--- config.mk ---
export PLATFORM = sky130hd
export DESIGN_NAME = zfn_ctrl
export DESIGN_NICKNAME = d
export VERILOG_FILES = /design/src/zfn_pkg.sv /design/src/zfn_ctrl.sv
export VERILOG_INCLUDE_DIRS = /design/src /design/src/src
export SDC_FILE = /design/constraint.sdc
export NUM_CORES = 1
export LEC_CHECK = 0
export BUFFER_PORTS_ARGS = -buffer_cell sky130_fd_sc_hd__buf_2
export CELL_PAD_IN_SITES_DETAIL_PLACEMENT = 0
export CELL_PAD_IN_SITES_GLOBAL_PLACEMENT = 1
export CORE_AREA = 2 2 44 55
export DETAILED_ROUTE_END_ITERATION = 16
export DIE_AREA = 0 0 46 57
export MAX_ROUTING_LAYER = met4
export PLACE_DENSITY_LB_ADDON = 0.1
export SKIP_CTS_REPAIR_TIMING = 1
export SYNTH_ARGS = -nofsm -noshare
export SYNTH_HDL_FRONTEND = slang
export SYNTH_SLANG_ARGS = --single-unit
--- constraint.sdc ---
create_clock -name clk -period 2.1 [get_ports clk]
set_input_delay 0.105 -clock clk [delete_from_list [all_inputs] [get_ports clk]]
set_output_delay 0.105 -clock clk [all_outputs]
set_load 0.02 [all_outputs]
--- src/zscore_feature_normalizer_macros.svh ---
// assertion macros shared by the normalizer modules
// no dependencies; define NO_ASSERTIONS to compile them out
`ifndef ZSCORE_FEATURE_NORMALIZER_MACROS_SVH
`define ZSCORE_FEATURE_NORMALIZER_MACROS_SVH
`ifndef NO_ASSERTIONS
`define ZFN_ASSERT_NEVER(lbl, clk, rstn, expr) \
	lbl: assert property (@(posedge clk) disable iff (!rstn) !(expr)) \
		else $error("zfn: forbidden condition seen");
`define ZFN_ASSERT_NEXT(lbl, clk, rstn, ante, cons) \
	lbl: assert property (@(posedge clk) disable iff (!rstn) (ante) |=> (cons)) \
		else $error("zfn: expected follow-up missing");
`else
`define ZFN_ASSERT_NEVER(lbl, clk, rstn, expr)
`define ZFN_ASSERT_NEXT(lbl, clk, rstn, ante, cons)
`endif
`endif

--- src/zfn_pkg.sv ---
// shared types and constants of the z-score normalizer
// no dependencies
package zfn_pkg;
	localparam int NS_W = 11;
	localparam logic [NS_W-1:0] NS_RESET = 11'd1024;
	localparam logic [31:0] ONE_Q16 = 32'h0001_0000;
	localparam logic OP_LOAD = 1'b0;
	localparam logic OP_EMIT = 1'b1;

	typedef struct packed {
		logic load;
		logic mean_start;
		logic mean_latch;
		logic sq_clear;
		logic sq_read;
		logic take_diff;
		logic sq_mul;
		logic sq_acc;
		logic var_start;
		logic sqrt_start;
		logic std_latch;
		logic ediv_start;
		logic out_load;
	} cmd_t;

	typedef struct packed {
		logic div_busy;
		logic sqrt_busy;
		logic col_done;
		logic sq_last;
		logic emit_last;
	} sts_t;
endpackage

--- src/zfn_ctrl.sv ---
// controller: sequences loading, column statistics and emitting
// depends on zfn_pkg
`include "zscore_feature_normalizer_macros.svh"
module zfn_ctrl import zfn_pkg::*; (
	input  logic clk,
	input  logic arst_n,
	input  logic in_valid,
	input  logic in_op,
	output logic in_ready,
	output logic out_valid,
	input  logic out_ready,
	output cmd_t cmd,
	input  sts_t sts
);
	typedef enum logic [3:0] {
		S_LOAD, S_MEAN, S_MEAN_W, S_SQ_RD, S_SQ_SUB, S_SQ_MUL, S_SQ_ACC,
		S_VAR, S_VAR_W, S_SQRT_W, S_EMIT, S_E_SUB, S_E_DIV, S_E_W, S_E_OUT
	} state_t;

	state_t state_q;
	logic   out_valid_q;
	logic   accept;
	logic   out_free;

	assign in_ready = (state_q == S_LOAD) || (state_q == S_EMIT);
	assign accept   = in_valid & in_ready;
	assign out_free = !out_valid_q || out_ready;

	always_comb begin
		cmd            = '0;
		cmd.load       = (state_q == S_LOAD) && accept && (in_op == OP_LOAD);
		cmd.mean_start = state_q == S_MEAN;
		cmd.mean_latch = (state_q == S_MEAN_W) && !sts.div_busy;
		cmd.sq_clear   = cmd.mean_latch;
		cmd.sq_read    = state_q == S_SQ_RD;
		cmd.take_diff  = (state_q == S_SQ_SUB) || (state_q == S_E_SUB);
		cmd.sq_mul     = state_q == S_SQ_MUL;
		cmd.sq_acc     = state_q == S_SQ_ACC;
		cmd.var_start  = state_q == S_VAR;
		cmd.sqrt_start = (state_q == S_VAR_W) && !sts.div_busy;
		cmd.std_latch  = (state_q == S_SQRT_W) && !sts.sqrt_busy;
		cmd.ediv_start = state_q == S_E_DIV;
		cmd.out_load   = (state_q == S_E_OUT) && out_free;
	end

	always_ff @(posedge clk or negedge arst_n) begin
		if (!arst_n) begin
			state_q     <= S_LOAD;
			out_valid_q <= 1'b0;
		end else begin
			if (cmd.out_load) begin
				out_valid_q <= 1'b1;
			end else if (out_ready) begin
				out_valid_q <= 1'b0;
			end
			case (state_q)
				S_LOAD: begin
					if (cmd.load && sts.col_done) begin
						state_q <= S_MEAN;
					end
				end
				S_MEAN: state_q <= S_MEAN_W;
				S_MEAN_W: begin
					if (!sts.div_busy) begin
						state_q <= S_SQ_RD;
					end
				end
				S_SQ_RD: state_q <= S_SQ_SUB;
				S_SQ_SUB: state_q <= S_SQ_MUL;
				S_SQ_MUL: state_q <= S_SQ_ACC;
				S_SQ_ACC: begin
					state_q <= sts.sq_last ? S_VAR : S_SQ_RD;
				end
				S_VAR: state_q <= S_VAR_W;
				S_VAR_W: begin
					if (!sts.div_busy) begin
						state_q <= S_SQRT_W;
					end
				end
				S_SQRT_W: begin
					if (!sts.sqrt_busy) begin
						state_q <= S_EMIT;
					end
				end
				S_EMIT: begin
					// a load request here is taken and dropped
					if (accept && (in_op == OP_EMIT)) begin
						state_q <= S_E_SUB;
					end
				end
				S_E_SUB: state_q <= S_E_DIV;
				S_E_DIV: state_q <= S_E_W;
				S_E_W: begin
					if (!sts.div_busy) begin
						state_q <= S_E_OUT;
					end
				end
				S_E_OUT: begin
					if (out_free) begin
						state_q <= sts.emit_last ? S_LOAD : S_EMIT;
					end
				end
				default: state_q <= S_LOAD;
			endcase
		end
	end

	assign out_valid = out_valid_q;

	`ZFN_ASSERT_NEXT(a_div_starts, clk, arst_n, cmd.mean_start, sts.div_busy)
	`ZFN_ASSERT_NEVER(a_out_after_div, clk, arst_n, cmd.out_load && sts.div_busy)
	`ZFN_ASSERT_NEXT(a_out_held, clk, arst_n, out_valid_q && !out_ready, out_valid_q)
endmodule

---- After elaboration in Yosys (flattened, before gate mapping) ----
Index checks and enable logic that the tools add are counted.
storage, ports and cells
  input bits .............................. 10
  register bits after elaboration ......... 5
  output and inout bits ................... 15
  word-level logic and storage cells ...... 54
cells by class
  equal/unequal tests ..................... 21
  reduce and logical (&&, ||, !) cells .... 17
  multiplexer cells ....................... 12
  bitwise gates (word level) .............. 2
operators by type and width
  kind                number
  $pmux 4 s15         1
  $mux 4              8
  $eq 4x4->1 const B  7
  $eq 4x3->1 const B  4
  $ne 2x2->1 const B  5
  $eq 4x2->1 const B  2
  $logic_and 1x1->1   8
  $reduce_and 7->1    1
  $eq 4x1->1 const B  1
  $logic_not 4->1     1
  $ne 2x1->1 const B  2
  $logic_not 1->1     3
  $logic_or 1x1->1    3
  $mux 3              1
  $mux 1              2
  $reduce_bool 2->1   1
  $and 1x1->1         1
  $not 1->1           1

---- Logic depth before layout (Yosys ltp) ----
Gate-level depths: netlist (run 1).
  depth after elaboration ................. 8
  gate-level depth with buffers ........... 5
  mapped depth without buffers ............ 4

---- Least setup slack after synthesis (run 1) ----
No wires, ideal clock.
  kind .................................... register -> output
  from .................................... reg state_q[2]
  to ...................................... out cmd[10] in the netlist's numbering
  cell stages (with the launch flop) ...... 4
  slack ................................... 302 ps
  arrival time ............................ 1,693 ps
  path buffers ............................ 2
  data required time ...................... 1,995 ps
  path through ............................ dfrtp_1 clkbuf_1 nor4_1 buf_4
RTL lines
  what                    RTL line         RTL
  from (decl)             zfn_ctrl.sv:20   state_t state_q;
  from (signal assigned)  zfn_ctrl.sv:72   state_q <= sts.sq_last ? S_VAR : S_SQ_RD;
  from (signal assigned)  zfn_ctrl.sv:100  state_q <= sts.emit_last ? S_LOAD : S_EMIT;
  to (decl)               zfn_ctrl.sv:12   output cmd_t cmd,

==> summary.md, run 1 <==
| Metric | Value |
|---|---|
| FILL cells | `approximately 250` |
| CP Max Fanout | `12` |
| Synthesized area | `504.2 sq um` |
| Worst-Margin Slew | `476.0 ps` |
| F_max | `between 500 and 600 MHz` |
| Vias per inst | `5.314` |
| Sequential power share | `0.297` |
| Die Y | `57 um` |
| Arr. time, crit path | `1730 ps` |
| Grt total ovfl | `0` |
| Clk root buf | `clkbuf_4` |
| Routed Antenna Nets | `0` |
| Finish-stage setup viols | `0` |
| Ys Warns | `0` |
| Hold WS | `175.4 ps` |
| Die width | `around 46 um` |
| Clk network pwr share | `0.116` |
| PortBufs | `24` |
| Drc violations | `0` |
| Clock sink count | `5` |
| Status | `complete, no violations` |
| Leak | `0.0003324 uW` |
| FF+latch count, synth | `5` |
| Core area | `2140 sq um` |
| Max clock buf depth | `2` |
| Tot Pwr | `945.5 uW` |
| Drt first pass iters | `4` |
| Min cycle time layout | `1833 ps` |
| Share of post-route cells with drive strength above 1 | `0.3810` |
| WL/cell | `13.63 um` |
| CP startpoint kind | `flop` |
| Dpl ws | `416.4 ps` |
| Num rows | `19` |
| WP buf/inv | `1` |
| Power per cell area | `between 1000 and 1500 nW/um^2` |
| Nets | `95` |
| Switching share of power | `0.5224` |
| Setup TNS | `0 ps` |
| Pint | `451.6 uW` |
| Hpwl dp | `1.130 mm` |
| I/O pin total | `25` |
| Peak supply drop | `0.4971 mV` |
| CP Capture Type | `output pin` |
| Slew HR | `0.6827` |
| Syn Inst Count | `60` |
| Sequential element share of the synthesized area | `0.2481` |
| RePlAce Congestion | `0.7809` |
| Crit Path Class | `reg2out` |
| Max-cap viol count | `0` |
| Distinct cells, synth | `31` |
| Vias | `558` |
| Fin Clk Skew | `approximately 0.3 ps` |
| Largest net degree at the start of global routing | `17` |
| CTS tree | `done` |
| Sequential Area | `125.1 sq um` |
| Post-Syn Nets | `70` |
| Hold Fails Final Rpt | `0` |
| RSZ-0062 raised after global routing | `false` |
| Switch Pwr | `493.9 uW` |
| Multi-input gate area in the final layout | `334.1 sq um` |
| Setup ws final | `267.0 ps` |
| Area post-placement | `605.6 sq um` |
| Gr usage total | `0.1276` |
| Die area | `about 2600 sq um` |
| Final WL | `1.431 mm` |
| Post-route cell area | `about 640 sq um` |
| Logic pwr share | `0.587` |
| Starting density of the core | `0.2357` |
| Period Utilization, post-route | `0.8729` |
| H-tree depth | `1` |
| Max Slew Vio Count | `0` |
| Clock transition at the registers of the reported paths | `roughly 40 ps` |
| Worst EP required | `2000 ps` |
| CP peak stage delay | `590 ps` |
| Clk Latency, worst-skew pair | `240 ps` |
| Slowest-stage cell, CP | `or4_1` |
| Area grow syn2layout | `27.30%` |
| Number of global-route vias before repair | `534` |
| Global-route wire length before repair | `2.359 mm` |
| Diode count | `0` |
| Mean Syn Cell Area | `8.404 sq um` |
| Delay-heaviest family, CP | `simple AND/OR/NAND/NOR gates` |
| CTS Buf Count | `3` |
| Initial DRC count | `9` |
| Worst Hold Class | `in2reg` |
| Crit-path cells | `or4_1, nor3b_1, buf_2` |
| Antenna violations before repair | `0` |
==> metrics by stage <==
step,cells,utilization
after global routing,105,0.3000
after global placement,100,0.2830
after CTS,104,0.2953
after detailed placement,100,0.2830
after floorplan,60,-
final,105,0.3000
==> Yosys cell counts <==
cell / count / share of area
or2b_1: 1 / 0.015
nand4_1: 3 / 0.037
nor3b_1: 2 / 0.030
and3b_1: 1 / 0.017
nor2b_4: 1 / 0.027
o32a_2: 1 / 0.022
nand2b_1: 3 / 0.037
and3_1: 1 / 0.012
o22ai_1: 1 / 0.012
dfrtp_1: 5 / 0.25
and2_4: 1 / 0.017
a32oi_1: 1 / 0.017
clkbuf_1: 1 / 0.0074
nand3_1: 3 / 0.030
buf_4: 1 / 0.015
or2_1: 2 / 0.025
a32oi_2: 1 / 0.032
buf_6: 3 / 0.067
xor2_1: 1 / 0.017
nor4_1: 1 / 0.012
and4b_4: 1 / 0.027
and2_1: 1 / 0.012
nor2_1: 6 / 0.045
o2bb2ai_1: 1 / 0.017
nor3_1: 6 / 0.060
or4_1: 1 / 0.015
o21a_1: 1 / 0.015
o311ai_1: 1 / 0.017
nor2b_1: 2 / 0.025
a21o_1: 3 / 0.045
nand2_1: 3 / 0.022
==> placed cells by master, fill, tap and decap left out, types with 2 or more instances in the layout <==
cell and count:
buf_2 24, clkbuf_4 3, nand3_1 3, or2_1 2
nand4_1 3, nand2_1 3, dfrtp_1 5, nor3_1 6
nor2_1 6, nor2b_1 2, nor3b_1 2, a21o_1 3
nand2b_1 3
==> flip-flops by register name, summed over array words and instances (netlist names) <==
register and flops:
out_valid 1, state_q 4
==> worst register-to-register path: cells and delay by family, from the launching register on <==
kind / cells / cell delay, ps
AOI/OAI and AO/OA: 2 / 330
DFF: 1 / 520
and+or+nand+nor: 2 / 690
==> power by group through the flow <==
| stage | clock network [uW] | logic (uW) | registers [uW] |
|---|---|---|---|
| after floorplan | 0 | 550 | 184 |
| after global placement | 0 | 575 | 283 |
| after detailed placement | 0 | 562 | 283 |
| after CTS | 116 | 563 | 281 |
| after global routing | 126 | 610 | 297 |
| final | 109 | 555 | 281 |
==> area by class of cell <==
class | instances | share of cell area
Timing Repair Buffer | 25 | 0.2027
Tap cell | 21 | 0.04094
Multi-Input combinational cell | 50 | 0.5205
Sequential cell | 5 | 0.1949
Clock buffer | 4 | 0.04094
==> kinds of logic after synthesis <==
| logic type | after synthesis | synth area share |
|---|---|---|
| DFF | 5 | 0.2481 |
| xor gates and xnor gates | 1 | 0.01737 |
| and+or+nand+nor | 39 | 0.4665 |
| AOI/OAI and AO/OA | 10 | 0.1787 |
| buffers and inverters | 5 | 0.08932 |
==> per-layer routing <==
metal | up-vias | global-route usage | wire (um)
li1 | 272 | - | -
met1 | 263 | 0.1431 | 586
met5 | - | - | 0
met4 | 0 | 0.06531 | 25
met3 | 4 | 0.03481 | 83
met2 | 19 | 0.2004 | 737
==> path summary, 6_finish.rpt <==
check / start / endpoint / slack, ps / cells past startpoint
worst max-delay path: state_q[1]$_DFFE_PN0P_ / cmd[12] / 270 / 3
worst min-delay path: sts[3] / state_q[0]$_DFFE_PN0P_ / 180 / 3
worst max register to register: state_q[1]$_DFFE_PN0P_ / state_q[0]$_DFFE_PN0P_ / 420 / 4
worst min register to register: out_valid$_DFFE_PN0P_ / out_valid$_DFFE_PN0P_ / 760 / 2
max in group asynchronous: arst_n / state_q[3]$_DFFE_PN0P_ / 1750 / 2
min in group asynchronous: arst_n / state_q[1]$_DFFE_PN0P_ / 210 / 2
Power figures use the tool's default switching activity.
==> run 2: changes to the inputs <==
- MAX_ROUTING_LAYER: met4 -> unset
- clock period: 2.1 -> 1.8 ns (I/O delays scaled with it)
==> run 2 against run 1 <==
Effect of this change:
- worst setup slack got worse by 150 ps
- via count shrank 1.8%
- flip-flop and latch count unchanged
- largest cell class unchanged
- largest power group unchanged
- clock power is 15% higher
==> summary.md, run 2 (synthesis results as in run 1) <==
| Metric | Value |
|---|---|
| Status | `complete, no violations (unchanged)` |
| RSZ-0062 raised after global routing | `false (unchanged)` |
| Core area | `2140 sq um (unchanged)` |
| FF-to-FF Start | `state_q[3]$_DFFE_PN0P_ (was state_q[1]$_DFFE_PN0P_)` |
| CP startpoint kind | `flop (unchanged)` |
| CTS Buf Count | `3 (unchanged)` |
| Starting density of the core | `0.2357 (unchanged)` |
| Switch Pwr | `585.7 uW (was 493.9 uW)` |
| Nets | `100 (was 95)` |
| Worst EP required | `1710 ps (was 2000 ps)` |
| Sequential power share | `0.204 (was 0.297)` |
| Vias per inst | `4.982 (was 5.314)` |
| Final WL | `1.420 mm (was 1.431 mm)` |
| Slowest-stage cell, CP | `or4_1 (unchanged)` |
| CTS tree | `done (unchanged)` |
| Grt total ovfl | `0 (unchanged)` |
| Final core utilization | `0.3175 (was 0.3000)` |
| Vias | `548 (was 558)` |
| Clock sink count | `5 (unchanged)` |
| Pint | `596.4 uW (was 451.6 uW)` |
| Clk Latency, worst-skew pair | `240 ps (about the same)` |
| Crit-path cells | `or4_1, nor3b_1, buf_2 (unchanged)` |
| Most frequent cells in the layout | `buf_2, nor2_1, nor3_1 (unchanged)` |
| F_max | `a little under 600 MHz` |
| Max-cap viol count | `0 (unchanged)` |
| CP Max Fanout | `7 (was 12)` |
| CP Capture Type | `output pin (unchanged)` |
| Largest net degree at the start of global routing | `12 (was 17)` |
| Area grow syn2layout | `34.74% (was 27.30%)` |
| Clock transition at the registers of the reported paths | `40 ps (about the same)` |
| RePlAce Congestion | `0.7380 (was 0.7809)` |
| Setup TNS | `0 ps (unchanged)` |
| Clk root buf | `clkbuf_4 (unchanged)` |
| Logic pwr share | `0.690 (was 0.587)` |
| Routed Antenna Nets | `0 (unchanged)` |
| Num rows | `19 (unchanged)` |
| Die Y | `57 um (unchanged)` |
| Max reg flops | `4 (unchanged)` |
| Worst R2R End | `state_q[0]$_DFFE_PN0P_ (unchanged)` |
| Global-route wire length before repair | `2.242 mm (was 2.359 mm)` |
| Peak supply drop | `0.6816 mV (was 0.4971 mV)` |
| Fin Clk Skew | `4.760 ps (was 0.2940 ps)` |
| Initial DRC count | `10 (was 9)` |
| Min cycle time layout | `1679 ps` |
| Clk network pwr share | `0.106 (was 0.116)` |
| Reg2Reg Depth | `4 (unchanged)` |
| Die width | `46 um (unchanged)` |
| Top reg by flops | `state_q (unchanged)` |
| Drc violations | `0 (unchanged)` |
| WL/cell | `12.91 um (was 13.63 um)` |
| Number of global-route vias before repair | `517 (was 534)` |
| Max clock buf depth | `2 (unchanged)` |
| R2R Setup Slk | `220 ps (was 420 ps)` |
| Power per cell area | `1740 nW/um^2 (was 1473 nW/um^2)` |
| Finish-stage setup viols | `0 (unchanged)` |
| Period Utilization, post-route | `0.9329` |
| Drt first pass iters | `4 (unchanged)` |
| Slew HR | `0.7810 (was 0.6827)` |
| Placed insts | `105 (was 100)` |
| End of the critical path | `cmd[12] (unchanged)` |
| Fin cells | `110 (was 105)` |
| Hpwl dp | `1.156 mm (was 1.130 mm)` |
| CP peak stage delay | `530 ps (was 590 ps)` |
| Antenna violations before repair | `0 (unchanged)` |
| Die area | `2622 sq um (unchanged)` |
| Leak | `0.0003572 uW (was 0.0003324 uW)` |
| Gr usage total | `0.1185 (was 0.1276)` |
| Arr. time, crit path | `1590 ps (was 1730 ps)` |
| Hold depth | `3 (unchanged)` |
| Worst Hold Class | `in2reg (unchanged)` |
| Switching share of power | `0.4955 (was 0.5224)` |
| Hold Fails Final Rpt | `0 (unchanged)` |
| Crit Path Class | `reg2out (unchanged)` |
| Leading cell type in the layout, fill and taps excluded | `buf_2 (unchanged)` |
| Worst-Margin Slew | `328.5 ps (was 476.0 ps)` |
| FILL cells | `256 (was 251)` |
| Diode count | `0 (unchanged)` |
| Share of post-route cells with drive strength above 1 | `0.4157 (was 0.3810)` |
| I/O pin total | `25 (unchanged)` |
| H-tree depth | `1 (unchanged)` |
| PortBufs | `24 (unchanged)` |
| Max Slew Vio Count | `0 (unchanged)` |
| Crit path launch | `state_q[2]$_DFFE_PN0P_ (was state_q[1]$_DFFE_PN0P_)` |
==> run 2: layout make-up <==
type	instances	area (sq um)	area share
tap	21	26.28	0.03867
sequential	5	125.1	0.1842
multi-input combinational	50	334.1	0.4917
clock buffer	4	26.28	0.03867
timing repair buffer	30	167.7	0.2468
==> run 2: worst max-delay path, delay by kind of cell (launching register included) <==
kind                   cells  cell delay, ps
AND/OR/NAND/NOR            2             710
flip-flops                 1             460
buffers and inverters      1             190
==> run 2: worst min-delay path by stage <==
stage / start / endpoint / slack, ps
finish: sts[3] / state_q[0]$_DFFE_PN0P_ / 160
CTS: arst_n / state_q[1]$_DFFE_PN0P_ / -350
detailed placement: arst_n / state_q[3]$_DFFE_PN0P_ / -90
global placement: arst_n / state_q[1]$_DFFE_PN0P_ / -90
global route: sts[3] / state_q[0]$_DFFE_PN0P_ / 160
floorplan: arst_n / out_valid$_DFFE_PN0P_ / -210
==> run 2: metrics by stage <==
stage	worst slack [ps]	area (sq um)	hold slack, ps	power (uW)
floorplan	17.24	504.2	-205.6	856.1
global placement	245.6	643.1	-89.56	1083
CTS	113.6	669.4	-350.3	1204
global route	28.20	679.4	160.6	1295
finish	120.8	679.4	156.5	1182
detailed placement	209.1	643.1	-89.37	1066
==> run 2: routing by layer <==
layer | GRT usage | share of wire
met3 | 0.03797 | 0.048
met2 | 0.1806 | 0.50
met4 | 0.04490 | 0
met1 | 0.1529 | 0.45
met5 | 0 | 0
==> run 2: power groups by stage <==
stage	Combinational, uW	Sequential [uW]	Clock, uW
6_report	816	241	125
5_1_grt	900	248	147
4_1_cts	832	240	133
3_5_place_dp	827	239	0
3_3_place_gp	846	237	0
2_1_floorplan	641	215	0
==> run 3: changes to the inputs <==
- ABC_AREA: unset -> 1
- CORE_AREA: 2 2 44 55 -> 2 2 46 56
- DIE_AREA: 0 0 46 57 -> 0 0 48 58
==> run 3 against run 2 <==
Effect of this change:
- clock skew fell by 1.2 ps
- core utilization fell by 0.95 points
- combinational power fell by 14%
- maximum frequency rose by 8.2%
- area after synthesis rose by 5.2%
- cell count rose by 34%
- flip-flop and latch count did not move
==> summary.md, run 3 <==
| Metric | Value |
|---|---|
| Syn Inst Count | `90 (was 60)` |
| Hold endpoint | `out_valid$_DFFE_PN0P_ (was state_q[0]$_DFFE_PN0P_)` |
| Vias per inst | `4.286 (was 4.982)` |
| Setup ws final | `248.1 ps (was 120.8 ps)` |
| Hold WS | `40.44 ps (was 156.5 ps)` |
| Antenna violations before repair | `0 (unchanged)` |
| Routed Antenna Nets | `0 (unchanged)` |
| Period Utilization, post-route | `0.8622 (was 0.9329)` |
| Post-Syn Nets | `100 (was 70)` |
| Global-route wire length before repair | `2.318 mm (was 2.242 mm)` |
| Arr. time, crit path | `1460 ps (was 1590 ps)` |
| Crit path launch | `state_q[1]$_DFFE_PN0P_ (was state_q[2]$_DFFE_PN0P_)` |
| Fin Clk Skew | `3.547 ps (was 4.760 ps)` |
| Clock transition at the registers of the reported paths | `40 ps (about the same)` |
| Yosys top cell area share | `0.2358 (was 0.2481)` |
| Peak supply drop | `0.4353 mV (was 0.6816 mV)` |
| CTS Buf Count | `3 (unchanged)` |
| Leak | `0.0004194 uW (was 0.0003572 uW)` |
| RSZ-0062 raised after global routing | `false (unchanged)` |
| Clock sink count | `5 (unchanged)` |
| Grt total ovfl | `0 (unchanged)` |
| I/O pin total | `25 (unchanged)` |
| Number of global-route vias before repair | `539 (was 517)` |
| Top reg by flops | `state_q (unchanged)` |
| Largest net degree at the start of global routing | `10 (was 12)` |
| Final WL | `1.511 mm (was 1.420 mm)` |
| Power per cell area | `1551 nW/um^2 (was 1740 nW/um^2)` |
| Crit Path Class | `reg2out (unchanged)` |
| Distinct cells, synth | `17 (was 31)` |
| WP buf/inv | `2 (was 1)` |
| Nets | `127 (was 100)` |
| Leading cell type in the layout, fill and taps excluded | `nand2_1 (was buf_2)` |
| F_max | `644.4 MHz (was 595.5 MHz)` |
| Worst-Margin Slew | `354.7 ps (was 328.5 ps)` |
| CP Max Fanout | `9 (was 7)` |
| Initial DRC count | `19 (was 10)` |
| Worst R2R End | `state_q[1]$_DFFE_PN0P_ (was state_q[0]$_DFFE_PN0P_)` |
| H-tree depth | `1 (unchanged)` |
| Die area | `2784 sq um (was 2622 sq um)` |
| Worst Hold Class | `in2reg (unchanged)` |
| FF+latch count, synth | `5 (unchanged)` |
| Worst EP required | `1710 ps (about the same)` |
| CP startpoint kind | `flop (unchanged)` |
| Drc violations | `0 (unchanged)` |
| Max Slew Vio Count | `0 (unchanged)` |
| Reg2Reg Depth | `7 (was 4)` |
| Finish-stage setup viols | `0 (unchanged)` |
| Hold Fails Final Rpt | `0 (unchanged)` |
| Synth area leader | `dfrtp_1 (unchanged)` |
| Num rows | `19 (unchanged)` |
| Hpwl dp | `1.281 mm (was 1.156 mm)` |
| WL/cell | `10.28 um (was 12.91 um)` |
| Core area | `2258 sq um (was 2140 sq um)` |
| Post-synth ARST share | `1.000 (unchanged)` |
| Fin cells | `147 (was 110)` |
| Area grow syn2layout | `31.13% (was 34.74%)` |
| Status | `complete, no violations (unchanged)` |
| RePlAce Congestion | `0.7825 (was 0.7380)` |
| Sequential element share of the synthesized area | `0.2358 (was 0.2481)` |
| Share of post-route cells with drive strength above 1 | `0.3448 (was 0.4157)` |
| CP Capture Type | `output pin (unchanged)` |
| R2R Setup Slk | `420 ps (was 220 ps)` |
| Dpl ws | `419.7 ps (was 209.1 ps)` |
| Synthesized area | `530.5 sq um (was 504.2 sq um)` |
| Max reg flops | `4 (unchanged)` |
| Max-cap viol count | `0 (unchanged)` |
| Vias | `630 (was 548)` |
| Gr usage total | `0.1144 (was 0.1185)` |
| Crit-path cells | `nand2_1, nor2_1, inv_1, nor2_1, buf_2 (was or4_1, nor3b_1, buf_2)` |
| Clk root buf | `clkbuf_4 (unchanged)` |
| Diode count | `0 (unchanged)` |
| Mean Syn Cell Area | `5.895 sq um (was 8.404 sq um)` |
| Min cycle time layout | `1552 ps (was 1679 ps)` |
| CP dominant cell by count | `nor2_1` |
| Top FF cell, synth | `dfrtp_1 (unchanged)` |
| PortBufs | `24 (unchanged)` |
| CTS tree | `done (unchanged)` |
| Commonest cells post-synth | `nand2_1, nand3_1, inv_1, nor2_1 (was nor2_1, nor3_1, dfrtp_1)` |
| Delay-heaviest family, CP | `flip-flops (was simple AND/OR/NAND/NOR gates)` |
| Setup TNS | `0 ps (unchanged)` |
| Placed insts | `142 (was 105)` |
| Most common cell in the netlist | `nand2_1` |
| Max clock buf depth | `2 (unchanged)` |
| Hold depth | `2 (was 3)` |
| Top post-synthesis cells by area | `dfrtp_1, nand2_1, nand3_1, inv_1, nor2_1 (was dfrtp_1, buf_6, nor3_1, a21o_1, nor2_1)` |
| Ys Warns | `0 (unchanged)` |
| Die Y | `58 um (was 57 um)` |
| Most frequent cells in the layout | `nand2_1, buf_2, nand3_1 (was buf_2, nor2_1, nor3_1)` |
| Slowest-stage cell, CP | `dfrtp_1 (was or4_1)` |
| Drt first pass iters | `4 (unchanged)` |
| Slew HR | `0.7636 (was 0.7810)` |
| FF-to-FF Start | `state_q[2]$_DFFE_PN0P_ (was state_q[3]$_DFFE_PN0P_)` |
| Die width | `48 um (was 46 um)` |
| Clk Latency, worst-skew pair | `240 ps (about the same)` |
| Starting density of the core | `0.2349 (was 0.2357)` |
| Post-synth EDFFs | `0 (unchanged)` |
| Hold path startpoint | `out_ready (was sts[3])` |
| CP peak stage delay | `510 ps (was 530 ps)` |
[run 3: cell types whose count changed in the layout (fill, tap and decap cells not counted), moves of 5 or more]
| cell | before | now |
|---|---|---|
| inv_1 | 0 | 12 |
| nor2_2 | 0 | 5 |
| nand2_1 | 3 | 25 |
| nor2_1 | 6 | 11 |
| buf_4 | 5 | 0 |
| nand3_1 | 3 | 13 |
[run 3: area by class of cell]
class                           count  area, sq um
Multi-Input combinational cell     67        319.1
Timing Repair Buffer               25        130.1
Sequential cell                     5        125.1
Tap cell                           31        38.79
Inverter                           15        56.30
Clock buffer                        4        26.28
Fill cell                         274         1563
[run 3: layer usage]
layer / routed length [um] / share of wire / global-route usage / up-vias
li1: - / - / - / 331
met5: 0 / 0 / 0 / -
met2: 745 / 0.49 / 0.1924 / 18
met1: 673 / 0.45 / 0.1445 / 279
met3: 73 / 0.048 / 0.01869 / 2
met4: 19 / 0.013 / 0.03475 / 0
[run 3: worst max-delay path by stage]
stage                             end  slack, ps  cells after the start
2_1_floorplan                 cmd[10]        220                      5
3_3_place_gp   state_q[3]$_DFFE_PN0P_        400                      7
3_5_place_dp   state_q[1]$_DFFE_PN0P_        420                      7
4_1_cts                        cmd[0]        240                      5
5_1_grt                        cmd[9]         90                      4
6_report                       cmd[0]        250                      5
[run 3: logic make-up after synthesis]
group                  after synthesis  synth area share
buffers and inverters               18            0.1627
flip-flops                           5            0.2358
AO/OA/AOI/OAI                        4           0.04481
AND/OR/NAND/NOR                     63            0.5566
[run 3: power by group]
group	switching (uW)	internal, uW	leakage, uW
Clock	46.9	83.9	0.0000150
Combinational	468	231	0.000340
Sequential	90.3	158	0.0000643
[run 3: through the flow]
stage,util,instance area [sq um],total power (uW)
after floorplan,-,530.5,805.6
after detailed placement,0.2920,659.4,955.6
after CTS,0.3036,685.7,1095
final,0.3080,695.7,1079
after global placement,0.2920,659.4,973.4
after global routing,0.3080,695.7,1201
